===== src/hdl/ocl_pkg.sv =====
`default_nettype none

package ocl_pkg;

  // command codes
  localparam logic [2:0] CMD_FRONT  = 3'd0;
  localparam logic [2:0] CMD_MIDDLE = 3'd1;
  localparam logic [2:0] CMD_BACK   = 3'd2;
  localparam logic [2:0] CMD_AFTER  = 3'd3;
  localparam logic [2:0] CMD_REMOVE = 3'd4;
  localparam logic [2:0] CMD_READ   = 3'd5;

  // status codes
  localparam logic [1:0] STAT_OK      = 2'd0;
  localparam logic [1:0] STAT_FULL    = 2'd1;
  localparam logic [1:0] STAT_EMPTY   = 2'd2;
  localparam logic [1:0] STAT_MISSING = 2'd3;

  // capacity limit after reset
  localparam logic [5:0] CAP_LIMIT_RESET = 6'd20;

  typedef struct packed {
    logic [2:0]  cmd;
    logic [31:0] key;
    logic        tag;
    logic [31:0] target_key;
    logic [4:0]  position;
  } ocl_in_t;

  typedef struct packed {
    logic [1:0]  status;
    logic [5:0]  entry_count;
    logic [4:0]  where;
    logic [31:0] read_key;
    logic        read_tag;
  } ocl_out_t;

  // entry store access strobes
  typedef struct packed {
    logic rd_en;
    logic wr_en;
  } ocl_mem_ctl_t;

  typedef enum logic [3:0] {
    S_IDLE,
    S_DECODE,
    S_SRCH_RD,
    S_SRCH_CMP,
    S_SHIFT_RD,
    S_SHIFT_WR,
    S_PLACE,
    S_RM_RD,
    S_RM_WR,
    S_RD_WAIT,
    S_DONE
  } ocl_state_t;

endpackage

`default_nettype wire


===== src/hdl/ocl_store.sv =====
`default_nettype none

module ocl_store #(
  parameter int DEPTH = 32,
  parameter int AW    = 5,
  parameter int DW    = 33
) (
  input  wire                        clk,
  input  wire ocl_pkg::ocl_mem_ctl_t ctl,
  input  wire  [AW-1:0]              rd_addr,
  input  wire  [AW-1:0]              wr_addr,
  input  wire  [DW-1:0]              wr_data,
  output logic [DW-1:0]              rd_data
);

  // tag and key per entry, contents undefined until written
  logic [DW-1:0] mem [DEPTH];
  logic [DW-1:0] rd_data_r;

  // single write port
  always_ff @(posedge clk) begin
    if (ctl.wr_en) begin
      mem[wr_addr] <= wr_data;
    end
  end

  // registered read port
  always_ff @(posedge clk) begin
    if (ctl.rd_en) begin
      rd_data_r <= mem[rd_addr];
    end
  end

  assign rd_data = rd_data_r;

endmodule

`default_nettype wire


===== src/hdl/ocl_seq.sv =====
`default_nettype none

module ocl_seq #(
  parameter int CAPACITY = 32,
  parameter int KW       = 32,
  parameter int AW       = 5,
  parameter int LW       = 6
) (
  input  wire                   clk,
  input  wire                   rst_n,
  input  wire                   in_valid,
  input  wire ocl_pkg::ocl_in_t in_data,
  input  wire  [5:0]            cap_limit,
  output logic                  busy,
  output logic [LW-1:0]         len,
  output ocl_pkg::ocl_mem_ctl_t mem_ctl,
  output logic [AW-1:0]         rd_addr,
  output logic [AW-1:0]         wr_addr,
  output logic [KW:0]           wr_data,
  input  wire  [KW:0]           rd_data,
  output logic                  res_valid,
  input  wire                   res_ready,
  output ocl_pkg::ocl_out_t     res
);

  localparam int XW = (LW > 6) ? LW : 6;

  ocl_pkg::ocl_state_t state_r, state_nxt;

  logic [2:0]    cmd_r;
  logic [KW-1:0] key_r;
  logic          tag_r;
  logic [KW-1:0] tkey_r;
  logic [4:0]    pos_r;
  logic [LW-1:0] idx_r, idx_nxt;
  logic [LW-1:0] len_r, len_nxt;
  logic [LW-1:0] where_r, where_nxt;
  logic [1:0]    status_r, status_nxt;
  logic [KW-1:0] rkey_r, rkey_nxt;
  logic          rtag_r, rtag_nxt;

  logic          accept;
  logic          full;
  logic          empty;
  logic          pos_out;
  logic          hit;
  logic [KW-1:0] skey;
  logic [LW-1:0] idx_inc;
  logic [LW-1:0] idx_dec;
  logic [LW-1:0] mid;
  logic [LW-1:0] ins_where;

  assign accept  = in_valid && (state_r == ocl_pkg::S_IDLE);
  assign busy    = (state_r != ocl_pkg::S_IDLE);
  assign len     = len_r;

  // limit in force is the smaller of the register and the capacity
  assign full    = (XW'(len_r) >= XW'(cap_limit)) || (len_r == LW'(CAPACITY));
  assign empty   = (len_r == '0);
  assign pos_out = (XW'(pos_r) >= XW'(len_r));
  assign idx_inc = idx_r + LW'(1);
  assign idx_dec = idx_r - LW'(1);
  assign mid     = empty ? '0 : (((len_r - LW'(1)) >> 1) + LW'(1));

  // shared key comparator for both search commands
  assign skey = (cmd_r == ocl_pkg::CMD_AFTER) ? tkey_r : key_r;
  assign hit  = (rd_data[KW-1:0] == skey);

  always_comb begin
    case (cmd_r)
      ocl_pkg::CMD_MIDDLE: ins_where = mid;
      ocl_pkg::CMD_BACK:   ins_where = len_r;
      default:             ins_where = '0;
    endcase
  end

  // control state
  always_ff @(posedge clk) begin
    if (!rst_n) begin
      state_r <= ocl_pkg::S_IDLE;
      len_r   <= '0;
    end else begin
      state_r <= state_nxt;
      len_r   <= len_nxt;
    end
  end

  // command capture and working registers
  always_ff @(posedge clk) begin
    if (accept) begin
      cmd_r  <= in_data.cmd;
      key_r  <= KW'(in_data.key);
      tag_r  <= in_data.tag;
      tkey_r <= KW'(in_data.target_key);
      pos_r  <= in_data.position;
    end
    idx_r    <= idx_nxt;
    where_r  <= where_nxt;
    status_r <= status_nxt;
    rkey_r   <= rkey_nxt;
    rtag_r   <= rtag_nxt;
  end

  // next state
  always_comb begin
    state_nxt = state_r;
    case (state_r)
      ocl_pkg::S_IDLE: begin
        if (in_valid) state_nxt = ocl_pkg::S_DECODE;
      end
      ocl_pkg::S_DECODE: begin
        case (cmd_r)
          ocl_pkg::CMD_FRONT, ocl_pkg::CMD_MIDDLE, ocl_pkg::CMD_BACK: begin
            if (full)                   state_nxt = ocl_pkg::S_DONE;
            else if (len_r > ins_where) state_nxt = ocl_pkg::S_SHIFT_RD;
            else                        state_nxt = ocl_pkg::S_PLACE;
          end
          ocl_pkg::CMD_AFTER: begin
            if (full || empty) state_nxt = ocl_pkg::S_DONE;
            else               state_nxt = ocl_pkg::S_SRCH_RD;
          end
          ocl_pkg::CMD_REMOVE: begin
            if (empty) state_nxt = ocl_pkg::S_DONE;
            else       state_nxt = ocl_pkg::S_SRCH_RD;
          end
          ocl_pkg::CMD_READ: begin
            if (empty || pos_out) state_nxt = ocl_pkg::S_DONE;
            else                  state_nxt = ocl_pkg::S_RD_WAIT;
          end
          default: state_nxt = ocl_pkg::S_DONE;
        endcase
      end
      ocl_pkg::S_SRCH_RD: state_nxt = ocl_pkg::S_SRCH_CMP;
      ocl_pkg::S_SRCH_CMP: begin
        if (hit) begin
          if (cmd_r == ocl_pkg::CMD_AFTER) begin
            state_nxt = (len_r > idx_inc) ? ocl_pkg::S_SHIFT_RD : ocl_pkg::S_PLACE;
          end else begin
            state_nxt = (idx_inc < len_r) ? ocl_pkg::S_RM_RD : ocl_pkg::S_DONE;
          end
        end else begin
          state_nxt = (idx_inc >= len_r) ? ocl_pkg::S_DONE : ocl_pkg::S_SRCH_RD;
        end
      end
      ocl_pkg::S_SHIFT_RD: state_nxt = ocl_pkg::S_SHIFT_WR;
      ocl_pkg::S_SHIFT_WR: begin
        state_nxt = (idx_dec > where_r) ? ocl_pkg::S_SHIFT_RD : ocl_pkg::S_PLACE;
      end
      ocl_pkg::S_PLACE: state_nxt = ocl_pkg::S_DONE;
      ocl_pkg::S_RM_RD: state_nxt = ocl_pkg::S_RM_WR;
      ocl_pkg::S_RM_WR: begin
        state_nxt = ((idx_inc + LW'(1)) < len_r) ? ocl_pkg::S_RM_RD : ocl_pkg::S_DONE;
      end
      ocl_pkg::S_RD_WAIT: state_nxt = ocl_pkg::S_DONE;
      ocl_pkg::S_DONE: begin
        if (res_ready) state_nxt = ocl_pkg::S_IDLE;
      end
      default: state_nxt = ocl_pkg::S_IDLE;
    endcase
  end

  // datapath and store access per state
  always_comb begin
    len_nxt        = len_r;
    idx_nxt        = idx_r;
    where_nxt      = where_r;
    status_nxt     = status_r;
    rkey_nxt       = rkey_r;
    rtag_nxt       = rtag_r;
    mem_ctl.rd_en  = 1'b0;
    mem_ctl.wr_en  = 1'b0;
    rd_addr        = idx_r[AW-1:0];
    wr_addr        = idx_r[AW-1:0];
    wr_data        = rd_data;
    res_valid      = 1'b0;
    case (state_r)
      ocl_pkg::S_DECODE: begin
        status_nxt = ocl_pkg::STAT_OK;
        where_nxt  = '0;
        rkey_nxt   = '0;
        rtag_nxt   = 1'b0;
        idx_nxt    = '0;
        case (cmd_r)
          ocl_pkg::CMD_FRONT, ocl_pkg::CMD_MIDDLE, ocl_pkg::CMD_BACK: begin
            if (full) begin
              status_nxt = ocl_pkg::STAT_FULL;
            end else begin
              where_nxt = ins_where;
              idx_nxt   = len_r;
            end
          end
          ocl_pkg::CMD_AFTER: begin
            if (full)       status_nxt = ocl_pkg::STAT_FULL;
            else if (empty) status_nxt = ocl_pkg::STAT_EMPTY;
          end
          ocl_pkg::CMD_REMOVE: begin
            if (empty) status_nxt = ocl_pkg::STAT_EMPTY;
          end
          ocl_pkg::CMD_READ: begin
            if (empty) begin
              status_nxt = ocl_pkg::STAT_EMPTY;
            end else if (pos_out) begin
              status_nxt = ocl_pkg::STAT_MISSING;
            end else begin
              where_nxt     = LW'(pos_r);
              mem_ctl.rd_en = 1'b1;
              rd_addr       = AW'(pos_r);
            end
          end
          default: ;
        endcase
      end
      ocl_pkg::S_SRCH_RD: begin
        mem_ctl.rd_en = 1'b1;
        rd_addr       = idx_r[AW-1:0];
      end
      ocl_pkg::S_SRCH_CMP: begin
        if (hit) begin
          if (cmd_r == ocl_pkg::CMD_AFTER) begin
            where_nxt = idx_inc;
            idx_nxt   = len_r;
          end else begin
            where_nxt = idx_r;
            // removing the last entry needs no shift
            if (!(idx_inc < len_r)) len_nxt = len_r - LW'(1);
          end
        end else begin
          idx_nxt = idx_inc;
          if (idx_inc >= len_r) status_nxt = ocl_pkg::STAT_MISSING;
        end
      end
      ocl_pkg::S_SHIFT_RD: begin
        mem_ctl.rd_en = 1'b1;
        rd_addr       = idx_dec[AW-1:0];
      end
      ocl_pkg::S_SHIFT_WR: begin
        mem_ctl.wr_en = 1'b1;
        wr_addr       = idx_r[AW-1:0];
        wr_data       = rd_data;
        idx_nxt       = idx_dec;
      end
      ocl_pkg::S_PLACE: begin
        mem_ctl.wr_en = 1'b1;
        wr_addr       = where_r[AW-1:0];
        wr_data       = {tag_r, key_r};
        len_nxt       = len_r + LW'(1);
      end
      ocl_pkg::S_RM_RD: begin
        mem_ctl.rd_en = 1'b1;
        rd_addr       = idx_inc[AW-1:0];
      end
      ocl_pkg::S_RM_WR: begin
        mem_ctl.wr_en = 1'b1;
        wr_addr       = idx_r[AW-1:0];
        wr_data       = rd_data;
        idx_nxt       = idx_inc;
        if (!((idx_inc + LW'(1)) < len_r)) len_nxt = len_r - LW'(1);
      end
      ocl_pkg::S_RD_WAIT: begin
        rkey_nxt = rd_data[KW-1:0];
        rtag_nxt = rd_data[KW];
      end
      ocl_pkg::S_DONE: begin
        res_valid = 1'b1;
      end
      default: ;
    endcase
  end

  // result fields
  always_comb begin
    res.status      = status_r;
    res.entry_count = 6'(len_r);
    res.where       = 5'(where_r);
    res.read_key    = 32'(rkey_r);
    res.read_tag    = rtag_r;
  end

endmodule

`default_nettype wire


===== src/hdl/ordered_circular_list_engine_unit.sv =====
`default_nettype none

// Ordered list engine: keeps up to CAPACITY (key, tag) entries in order from the
// head in a single-port-write, registered-read memory, and runs one command at a
// time under a small sequencer that reuses one key comparator and one index
// counter. A command is decoded first; a key search visits each entry with a
// read then a compare; each entry moved by an insert or remove is read, then
// written; placing the new entry is a step of its own; a read issues its
// access at decode and captures the data in a wait state; and the result is
// then loaded into the output register. The worst case is a search through
// every entry, or a search followed by a shift of the entries behind the match.
// in_stall stays high from the transfer of a command until its result has moved
// into the output register; the output register lets the next command start
// while that result still waits on out_stall. Writes to the capacity limit are
// always taken (cfg_ready is tied high) and apply from the next command on.
// The memory holds no reset state; entries are only read below the count.
module ordered_circular_list_engine_unit #(
  parameter int CAPACITY = 32,
  parameter int KEY_BITS = 32
) (
  input  wire                   clk,
  input  wire                   rst_n,
  input  wire                   in_valid,
  output logic                  in_stall,
  input  wire ocl_pkg::ocl_in_t in_data,
  output logic                  out_valid,
  input  wire                   out_stall,
  output ocl_pkg::ocl_out_t     out_data,
  input  wire                   cfg_valid,
  output logic                  cfg_ready,
  input  wire  [5:0]            cfg_data
);

  localparam int KW = (KEY_BITS < 32) ? KEY_BITS : 32;
  localparam int AW = $clog2(CAPACITY);
  localparam int LW = $clog2(CAPACITY + 1);

  logic [5:0]            cap_limit_r;
  logic                  out_valid_r;
  ocl_pkg::ocl_out_t     out_data_r;

  logic                  busy;
  logic [LW-1:0]         len;
  ocl_pkg::ocl_mem_ctl_t mem_ctl;
  logic [AW-1:0]         rd_addr;
  logic [AW-1:0]         wr_addr;
  logic [KW:0]           wr_data;
  logic [KW:0]           rd_data;
  logic                  res_valid;
  logic                  res_ready;
  ocl_pkg::ocl_out_t     res;

  // capacity limit register
  assign cfg_ready = 1'b1;

  always_ff @(posedge clk) begin
    if (!rst_n) begin
      cap_limit_r <= ocl_pkg::CAP_LIMIT_RESET;
    end else if (cfg_valid && cfg_ready) begin
      cap_limit_r <= cfg_data;
    end
  end

  ocl_seq #(
    .CAPACITY (CAPACITY),
    .KW       (KW),
    .AW       (AW),
    .LW       (LW)
  ) u_seq (
    .clk       (clk),
    .rst_n     (rst_n),
    .in_valid  (in_valid),
    .in_data   (in_data),
    .cap_limit (cap_limit_r),
    .busy      (busy),
    .len       (len),
    .mem_ctl   (mem_ctl),
    .rd_addr   (rd_addr),
    .wr_addr   (wr_addr),
    .wr_data   (wr_data),
    .rd_data   (rd_data),
    .res_valid (res_valid),
    .res_ready (res_ready),
    .res       (res)
  );

  ocl_store #(
    .DEPTH (CAPACITY),
    .AW    (AW),
    .DW    (KW + 1)
  ) u_store (
    .clk     (clk),
    .ctl     (mem_ctl),
    .rd_addr (rd_addr),
    .wr_addr (wr_addr),
    .wr_data (wr_data),
    .rd_data (rd_data)
  );

  assign in_stall = busy;

  // output register, free when empty or being drained this cycle
  assign res_ready = !out_valid_r || !out_stall;

  always_ff @(posedge clk) begin
    if (!rst_n) begin
      out_valid_r <= 1'b0;
    end else if (res_valid && res_ready) begin
      out_valid_r <= 1'b1;
    end else if (!out_stall) begin
      out_valid_r <= 1'b0;
    end
  end

  always_ff @(posedge clk) begin
    if (res_valid && res_ready) begin
      out_data_r <= res;
    end
  end

  assign out_valid = out_valid_r;
  assign out_data  = out_data_r;

  // list count never exceeds the storage depth
  a_len_bound: assert property (@(posedge clk) disable iff (!rst_n)
    len <= LW'(CAPACITY))
    else $error("entry count above capacity");

  // one command changes the count by at most one per cycle
  a_len_step: assert property (@(posedge clk) disable iff (!rst_n)
    $past(rst_n) |-> ((len == $past(len)) || (len == $past(len) + LW'(1)) ||
                      (len + LW'(1) == $past(len))))
    else $error("entry count jumped");

  // an idle block leaves the count alone
  a_idle_len: assert property (@(posedge clk) disable iff (!rst_n)
    !in_stall |=> (len == $past(len)))
    else $error("entry count changed while idle");

  // a result is never loaded while the sequencer is idle
  a_res_busy: assert property (@(posedge clk) disable iff (!rst_n)
    (res_valid && res_ready) |=> (out_valid && !$past(in_valid && !in_stall)))
    else $error("result loaded without a command in flight");

endmodule

`default_nettype wire


===== config.mk =====
export PLATFORM = sky130hd
export DESIGN_NAME = ordered_circular_list_engine_unit
export DESIGN_NICKNAME = d
export VERILOG_FILES = /design/src/hdl/ocl_pkg.sv /design/src/hdl/ocl_store.sv /design/src/hdl/ocl_seq.sv /design/src/hdl/ordered_circular_list_engine_unit.sv
export SDC_FILE = /design/constraint.sdc
export NUM_CORES = 1
export LEC_CHECK = 0
export BUFFER_PORTS_ARGS = -buffer_cell sky130_fd_sc_hd__buf_2
export CAP_MARGIN = 20
export CORE_ASPECT_RATIO = 1.4
export CORE_MARGIN = 2
export CORE_UTILIZATION = 45
export CTS_CLUSTER_SIZE = 16
export DETAILED_ROUTE_END_ITERATION = 8
export PLACE_DENSITY = 0.68
export SETUP_SLACK_MARGIN = 0.15
export SLEW_MARGIN = 40
export SYNTH_ARGS = -nofsm -noshare
export SYNTH_HDL_FRONTEND = slang
export SYNTH_HIERARCHICAL = 1
export SYNTH_SLANG_ARGS = --single-unit

===== constraint.sdc =====
create_clock -name clk -period 4.7 [get_ports clk]
set_input_delay 0.705 -clock clk [delete_from_list [all_inputs] [get_ports clk]]
set_output_delay 0.705 -clock clk [all_outputs]
set_load 0.005 [all_outputs]

Yosys cells after proc, flatten, opt, wreduce, memory -nomap -nowiden
Memory sizes are Yosys's and may differ from the RTL's. A register that Yosys moved wholly into a read port is not among the register bits.
Index checks and enable logic that the tools add are counted.
W data, S select, Z words.
- bits in registers: 183
- bits in latches: 0
- RAM bits: 1056
- bits in read-only memories: 0
- input port bits: 84
- word-level logic and storage cells: 149
- memories kept: 1
- memories (memory ; words ; bits a word ; read ports ; clocked after Yosys merged registers in ; wr ports ; RTL line ; RTL):
    u_store.mem ; 32 ; 33 ; 1 ; 1 ; 1 ; ocl_store.sv:17 ; logic [DW-1:0] mem [DEPTH];
- $add $sub $neg: 6
- multiply operators: 0
- divide/modulo/power cells: 0
- magnitude comparators: 8
- equal/unequal tests: 27
- shift-type cells: 0
- muxes and demuxes: 63
- bitwise gates (word level): 0
- reductions and logical operators: 25
- operator list (kind ; count):
    $mux W6 ; 13
    $pmux W32 S2 ; 1
    $mux W4 ; 10
    $pmux W4 S10 ; 1
    $pmux W6 S2 ; 3
    $mux W33 ; 1
    $eq A32 B32 Y1 ; 1
    $mux W32 ; 1
    $mux W5 ; 5
    $pmux W6 S4 ; 1
    $mux W2 ; 10
    $add A6 B1 Y6 const B ; 3
    $gt A6 B6 Y1 ; 3
    $pmux W6 S3 ; 1
    $eq A4 B3 Y1 const B ; 4
    $pmux W4 S4 ; 1
    $pmux W5 S3 ; 1
    $eq A4 B4 Y1 const B ; 3
    $ge A6 B6 Y1 ; 2
    $lt A6 B6 Y1 ; 2
    $ne A2 B2 Y1 const B ; 6
    $sub A6 B1 Y6 const B ; 2
    $mux W1 ; 10
    $reduce_or A3 Y1 ; 3
    26 further kinds ; 41

Depth between registers and ports, before layout
Gate-level depths: netlist of the first run.
- depth after elaboration: 9
- mapped depth: 17
- depth with buffers taken out: 16

Modules after synthesis
Netlist of the first run, hierarchy kept.
- modules (own cells, without submodules) (module ; times used ; cells each ; area each (µm²) ; sequential area each (µm²)):
    ocl_store ; 1 ; 2332 ; 42144.2 ; 32701.4
    ocl_seq ; 1 ; 781 ; 8175.3 ; 3803.6
    ordered_circular_list_engine_unit ; 1 ; 72 ; 1657.8 ; 1521.5

Least setup slack after synthesis of the first run
No wires, ideal clock.
- path type: register to register
- start point: register u_seq.len_r[0], in the netlist u_seq/len[0]
- end point: register u_store.rd_data_r[0], in the netlist u_store/rd_data[0], read port of u_store.mem (enable)
- library setup time: 0.474 ns
- arrival time: 4.494 ns
- slack: -0.268 ns
- cell stages (with the launch flop): 10
- buffers on the path: 2
- path through: dfxtp_1 clkbuf_1 inv_1 ha_1 nor4b_1 a21oi_1 o2111a_1 clkbuf_1 a21oi_1 a211oi_1
- RTL lines (what ; RTL line ; RTL):
    from (decl) ; ocl_seq.sv:36 ; logic [LW-1:0] len_r, len_nxt;
    from (signal assigned) ; ocl_seq.sv:84 ; len_r <= len_nxt;
    to (decl) ; ocl_store.sv:18 ; logic [DW-1:0] rd_data_r;

Worst setup path in the final report of the first run
- start point: register u_seq.len_r[0], in the netlist u_seq/len[0]
- end point: register u_store.rd_data_r[2], in the netlist u_store/rd_data[2], read port of u_store.mem, data pin
- cells in the longest elaborated chain, start to end: 5
- elaborated cells on any way between the ends: 10
- classes of those cells: order compare: 1; mux: 8; reduce/logical: 1
- RTL lines (what ; RTL line ; RTL):
    $ge A5 B6 Y1 ; ocl_seq.sv:60 ; assign pos_out = (XW'(pos_r) >= XW'(len_r));
    $mux W5 ; ocl_seq.sv:202 ; end else if (pos_out) begin
    $mux W5 (*) ; ocl_seq.sv:200 ; if (empty) begin
    $mux W5 (*) ; ocl_seq.sv:183 ; case (cmd_r)
    $pmux W5 S3 (*) ; ocl_seq.sv:176 ; case (state_r)
    via rd_addr[0] ; ordered_circular_list_engine_unit.sv:45 ; logic [AW-1:0] rd_addr;
The timed path passes the listed nets; every way through them passes the cells marked *.
A chain may end at the register's enable or synchronous reset.

==> results.sh, run 1 <==
export IMPL_outcome="finished clean"
export IMPL_boundaryPins=133
export IMPL_dieArea_um2=118000
export IMPL_synth_edf_count=1255
export IMPL_crit_start="u_seq/len[0]"
export IMPL_ys_ff_latch=1272
export IMPL_hpwlAfterDp_mm=86.0
export IMPL_hold_class="in2reg"
export IMPL_utilization_pct=51.6
export IMPL_synthToLayoutAreaGrowth_pct=13.8
export IMPL_cts_hold_buf=0
export IMPL_setup_viol=0
export IMPL_relSlewSlack_pct=43.2
export IMPL_reg2reg_from="u_seq/len[0]"
export IMPL_root_buffer="clkbuf_16"
export IMPL_required_ns=5.16
export IMPL_worstSkewPairLatency_ns=0.73
export IMPL_overflow=0
export IMPL_fin_crit_ns=4.17
export IMPL_dr_total_vias=29729
export IMPL_cts_made_buffers=108
export IMPL_syn_avg_cell_area_um2=16.3
export IMPL_clk_pin_slew_worst_paths_ns=0.07
export IMPL_clock_path_buffers=3
export IMPL_routed_wl_mm=140
export IMPL_antenna_found_initial=2
export IMPL_tns_ns=0
export IMPL_cp_endpoint="u_store/rd_data[2]"
export IMPL_internal_power_uw=25900
export IMPL_ctsResizeCount=0
export IMPL_grt_use_total_pct=23.4
export IMPL_swShare_pct=36.6
export IMPL_drt_pass1_iter_count=6
export IMPL_tritoncts="done"
export IMPL_finalHoldViolCount=0
export IMPL_critPathMaxFanout=22
export IMPL_critPathCaptureType="flop"
export IMPL_rsz0062_at_grt="false"
export IMPL_p_comb_share_pct=39.3
export IMPL_port_buffers=131
export IMPL_place_congestion=0.981
export IMPL_ys_types=70
export IMPL_cts_sinks=1272
export IMPL_ir_drop_uv=512
export IMPL_synth_area_leader_cell="edfxtp_1"
export IMPL_async_flop_share_pct=0
export IMPL_initial_core_util_pct=45.4
export IMPL_fillers=9216
export IMPL_post_cts_buffers=0
export IMPL_pwr_share_seq_pct=39.0
export IMPL_worst_clock_skew_ns=0.0209
export IMPL_clkPwrFrac_pct=21.8
export IMPL_grt_max_degree=61
export IMPL_syn_inst=3185
export IMPL_ant_nets=0
export IMPL_tightest_slew_ns=0.843
export IMPL_r2r_end="u_store/rd_data[2]"
export IMPL_ys_seq_area_share_pct=73.2
export IMPL_multiInputGateArea_um2=13000
export IMPL_drc=0
export IMPL_arrival_ns=4.63
export IMPL_drt_wirelength_per_cell_um=28.0
export IMPL_num_nets_final=3544
export IMPL_core_area_um2=115000
export IMPL_syn_area_um2=52000
export IMPL_fp_row_count=147
export IMPL_start_kind="flop"
export IMPL_synth_flop_cell="edfxtp_1"
export IMPL_fin_crit_sh_pct=88.8
export IMPL_grt_pass1_vias=29341
export IMPL_drive_above_1_share_pct=15.7
export IMPL_r2r_cells=14
export IMPL_grt_pass1_wl_mm=201
export IMPL_p_sw_uw=14900
export IMPL_power_density_nw_per_um2=690
export IMPL_antenna_cells=0
export IMPL_h_tree_depth=3
export IMPL_syn_nets=3311
export IMPL_setup_worst_path_class="reg2reg"
export IMPL_drtIter0Drc=3325
export IMPL_synth_top_cell_area_share_pct=72.5
export IMPL_die_h_um=406
export IMPL_vias_per_cell=5.95
export IMPL_synth_area_top_cells="edfxtp_1, mux2i_1, a22oi_1"
export IMPL_p_leak_uw=0.0201
export IMPL_fmax_mhz=240
export IMPL_max_cap_violations=0
export IMPL_ys_warn_count=6
export IMPL_fp_dieW_um=291
export IMPL_slew_violations=0
export IMPL_seqCellArea_um2=38000
export IMPL_r2r_slack_ns=0.53
==> critical path: stages, from the launching register on <==
cell,delay [ns]
dfxtp_1,0.40
inv_1,0.20
ha_1,0.20
nor4b_1,0.43
a21oi_1,0.21
o2111a_1,0.22
o21ai_0,0.38
a221o_4,0.44
buf_12,0.25
buf_4,0.26
mux2i_1,0.24
a22o_1,0.20
nor3_1,0.07
a31oi_1,0.26
nand3_1,0.11
==> synthesized netlist by cell type, types with 6 or more instances <==
master,count
mux2_2,28
buf_1,13
nand3_1,117
and3_1,6
and2_1,31
nor4_1,7
a21o_1,11
buf_4,34
dfxtp_1,17
a22oi_1,106
xnor2_1,32
nand3b_1,7
o22ai_1,9
ha_1,42
a31oi_1,38
nand2_1,164
nand4_1,6
mux2i_1,546
buf_2,35
nor3_1,52
a211oi_1,9
inv_1,57
buf_6,28
nor2_1,68
a221o_1,7
nand2b_1,25
o21ai_0,34
a22o_1,67
o211ai_1,8
edfxtp_1,1255
clkbuf_1,71
xor2_1,21
a21oi_1,128
nor2b_1,19
==> final cells by class <==
cell class                      instances  area share, %
Tap cell                             1490           3.15
Clock inverter                         60           1.05
Clock buffer                          135           4.78
Inverter                               57          0.362
Timing Repair Buffer                  310           4.44
Sequential cell                      1272           64.3
Multi-Input combinational cell       1669           21.9
==> cell families (layout without fill, tap and decap cells) <==
kind of cell	count (synthesis)	in the layout	share of synthesized area (%)
AO/OA/AOI/OAI	471	471	6.28
XOR/XNOR	53	53	0.893
adder cells (fa/ha/maj)	42	42	1.01
buffers and inverters	244	562	2.60
flip-flops	1272	1272	73.2
multiplexers	574	574	11.1
other	1	1	0.00721
AND/OR/NAND/NOR	528	528	4.93
==> sequential cells by signal, indices dropped and copies added (netlist names), 32 cells and up <==
signal           cells
out_data            46
u_seq/key_r         32
u_seq/rkey_r        32
u_seq/tkey_r        32
u_store/mem       1056
u_store/rd_data     33
==> placed cells by master (no fill, tap or decap), types with 49 or more instances in the layout <==
cell	count
inv_1	57
a21oi_1	128
clkbuf_16	109
nand3_1	117
buf_12	49
mux2i_1	546
buf_4	128
nor3_1	52
a22oi_1	106
a22o_1	67
nand2_1	163
edfxtp_1	1255
buf_2	131
==> how the worst min path moves through the flow <==
stage                            end        startpoint  cells after the start
finish                u_seq/key_r[1]       in_data[39]                      1
global route        u_seq/tkey_r[29]       in_data[34]                      1
CTS                 u_seq/tkey_r[23]       in_data[28]                      1
detailed placement      out_data[25]  u_seq/rkey_r[24]                      0
global placement         out_data[2]   u_seq/rkey_r[1]                      0
floorplan               out_data[10]   u_seq/rkey_r[9]                      0
==> power by group through the flow <==
stage	clock [uW]	sequential [uW]	combinational, uW
after floorplan	0	15600	10600
after global placement	0	16100	15600
after detailed placement	0	16100	15800
after CTS	9000	15900	15900
after global routing	9400	15900	17100
final	8880	15900	16000
==> through the flow <==
step	total power, uW	cells	worst slack, ns	cell area, um2	hold WS (ns)
finish	40800	4993	0.525	59100	0.156
global route	42400	4993	0.172	59100	0.141
CTS	40700	4993	0.574	59100	0.112
detailed placement	31900	4798	0.603	55700	0.405
global placement	31700	4796	0.707	55600	0.401
floorplan	26200	3185	0.364	52000	0.400
==> per-layer routing <==
layer,global-route usage (%),up-vias,part of all wire (%)
met3,2.97,304,7.0
met5,0,-,0
met2,42.7,1446,52
li1,-,12871,-
met1,27.2,15108,36
met4,11.2,0,4.7
No activity file was read; power rests on OpenSTA's default activity.
==> run 2: changes to the inputs <==
PLACE_DENSITY = 0.65   (was 0.68)
==> run 2 against run 1 <==
Worst setup slack lost 0.076 ns; core utilization grew 0.18 points; clock skew up 0.012 ns; via count shrank 0.40%; die area did not move; total power increased by 0.22%; wire length is 1.7% higher.
==> results.sh, run 2 (synthesis results as in run 1) <==
export IMPL_boundaryPins=133
export IMPL_setup_viol=0
export IMPL_relSlewSlack_pct=42.6
export IMPL_hpwlAfterDp_mm=87.1
export IMPL_final_cell_mix="edfxtp_1, mux2i_1, nand2_1, buf_2, a21oi_1"
export IMPL_grt_pass1_vias=28729
export IMPL_drtIter0Drc=3316
export IMPL_p_comb_share_pct=38.3
export IMPL_final_common_cell="edfxtp_1"
export IMPL_swShare_pct=36.7
export IMPL_post_place_cells=4785
export IMPL_finalHoldViolCount=0
export IMPL_arrival_ns=4.69
export IMPL_worstSkewPairLatency_ns=0.73
export IMPL_clk_pin_slew_worst_paths_ns=0.07
export IMPL_tightest_slew_ns=0.860
export IMPL_ctsResizeCount=0
export IMPL_pwr_share_seq_pct=39.2
export IMPL_largest_register_ffs=1056
export IMPL_rsz0062_at_grt="false"
export IMPL_critPathMaxFanout=34
export IMPL_fp_row_count=147
export IMPL_grt_pass1_wl_mm=200
export IMPL_fp_dieW_um=291
export IMPL_fin_crit_ns=4.25
export IMPL_layout_setup_ws_ns=0.449
export IMPL_critPathCaptureType="flop"
export IMPL_cts_sinks=1272
export IMPL_initial_core_util_pct=45.4
export IMPL_setup_worst_path_class="reg2reg"
export IMPL_start_kind="flop"
export IMPL_fmax_mhz=235
export IMPL_h_tree_depth=3
export IMPL_ant_nets=0
export IMPL_dp_slack_ns=0.594
export IMPL_power_density_nw_per_um2=689
export IMPL_drive_above_1_share_pct=15.5
export IMPL_drc=0
export IMPL_antenna_found_initial=8
export IMPL_root_buffer="clkbuf_16"
export IMPL_drt_pass1_iter_count=6
export IMPL_cts_made_buffers=109
export IMPL_use_met1_pct=27.7
export IMPL_outcome="finished clean"
export IMPL_dr_total_vias=29609
export IMPL_overflow=0
export IMPL_clock_path_buffers=3
export IMPL_p_sw_uw=15000
export IMPL_max_cap_violations=0
export IMPL_ir_drop_uv=525
export IMPL_place_congestion=0.947
export IMPL_synthToLayoutAreaGrowth_pct=14.2
export IMPL_routed_wl_mm=142
export IMPL_die_h_um=406
export IMPL_grt_busiest_layer="met2"
export IMPL_tns_ns=0
export IMPL_largest_register="u_store/mem"
export IMPL_p_leak_uw=0.0201
export IMPL_dieArea_um2=118000
export IMPL_internal_power_uw=25900
export IMPL_core_area_um2=115000
export IMPL_worst_clock_skew_ns=0.0327
export IMPL_fin_cells=4986
export IMPL_grt_use_total_pct=23.6
export IMPL_post_cts_buffers=0
export IMPL_drt_wirelength_per_cell_um=28.5
export IMPL_slew_violations=0
export IMPL_num_nets_final=3533
export IMPL_vias_per_cell=5.94
export IMPL_required_ns=5.14
export IMPL_clkPwrFrac_pct=22.5
export IMPL_tritoncts="done"
export IMPL_globalRouteMet2Util_pct=43.0
export IMPL_grt_util_met3_pct=3.09
export IMPL_cts_hold_buf=0
export IMPL_grt_max_degree=60
export IMPL_p_total_uw=40900
export IMPL_hold_class="in2reg"
export IMPL_fin_crit_sh_pct=90.4
export IMPL_port_buffers=131
## run 2: changes by cell type in the layout (fill, tap and decap cells not counted), sizes merged
cell	delta
buf	-12
clkinv	+4
bufinv	+3
clkbuf	-3
diode	+2
inv	-1
## run 2: worst paths after layout
path / start / end / slack (ns) / cells past startpoint
max: u_seq/len[0] / u_store/rd_data[13] / 0.45 / 14
min: in_data[27] / u_seq/tkey_r[22] / 0.14 / 1
max reg2reg: u_seq/len[0] / u_store/rd_data[13] / 0.45 / 14
min reg2reg: u_seq/rkey_r[14] / out_data[15] / 0.41 / 0
## run 2: critical path, stage by stage (launching register included)
cell and delay [ns]:
dfxtp_1 0.39, inv_1 0.19, ha_1 0.19, nor4b_1 0.48
a21oi_1 0.20, o2111a_1 0.31, o21ai_0 0.42, a221o_4 0.38
buf_12 0.28, buf_12 0.29, mux2i_1 0.24, a22o_1 0.15
nor3_1 0.05, a31oi_1 0.22, nand3_1 0.13
## run 2: layout make-up
class,instances,area (um2)
fillers,9164,55200
flip-flops and latches,1272,38000
multi-input cells,1669,13000
clock buffers,132,2860
repair buffers,298,2650
well taps,1490,1860
clock inverters,66,769
inverters,57,214
diodes,2,5.00
## run 2: layer usage
layer	wire length, um	up-vias
met5	23	-
met4	5960	4
met3	9870	310
met2	74400	1414
met1	51800	15023
li1	-	12858
## run 2: per-stage QoR
stage	hold slack [ns]	utilization [%]	cell area (um2)
2_1_floorplan	0.400	-	52000
3_3_place_gp	0.401	48.5	55500
3_5_place_dp	0.405	48.6	55700
4_1_cts	0.0979	51.8	59300
5_1_grt	0.136	51.8	59300
6_report	0.145	51.8	59300
## run 2: power by group through the flow
stage                     registers (uW)  logic, uW  clock network (uW)
after floorplan                    15600      10600                   0
after global placement             16200      15300                   0
after detailed placement           16200      15500                   0
after CTS                          16000      15500                9310
after global routing               16000      16700                9710
final                              16000      15700                9210
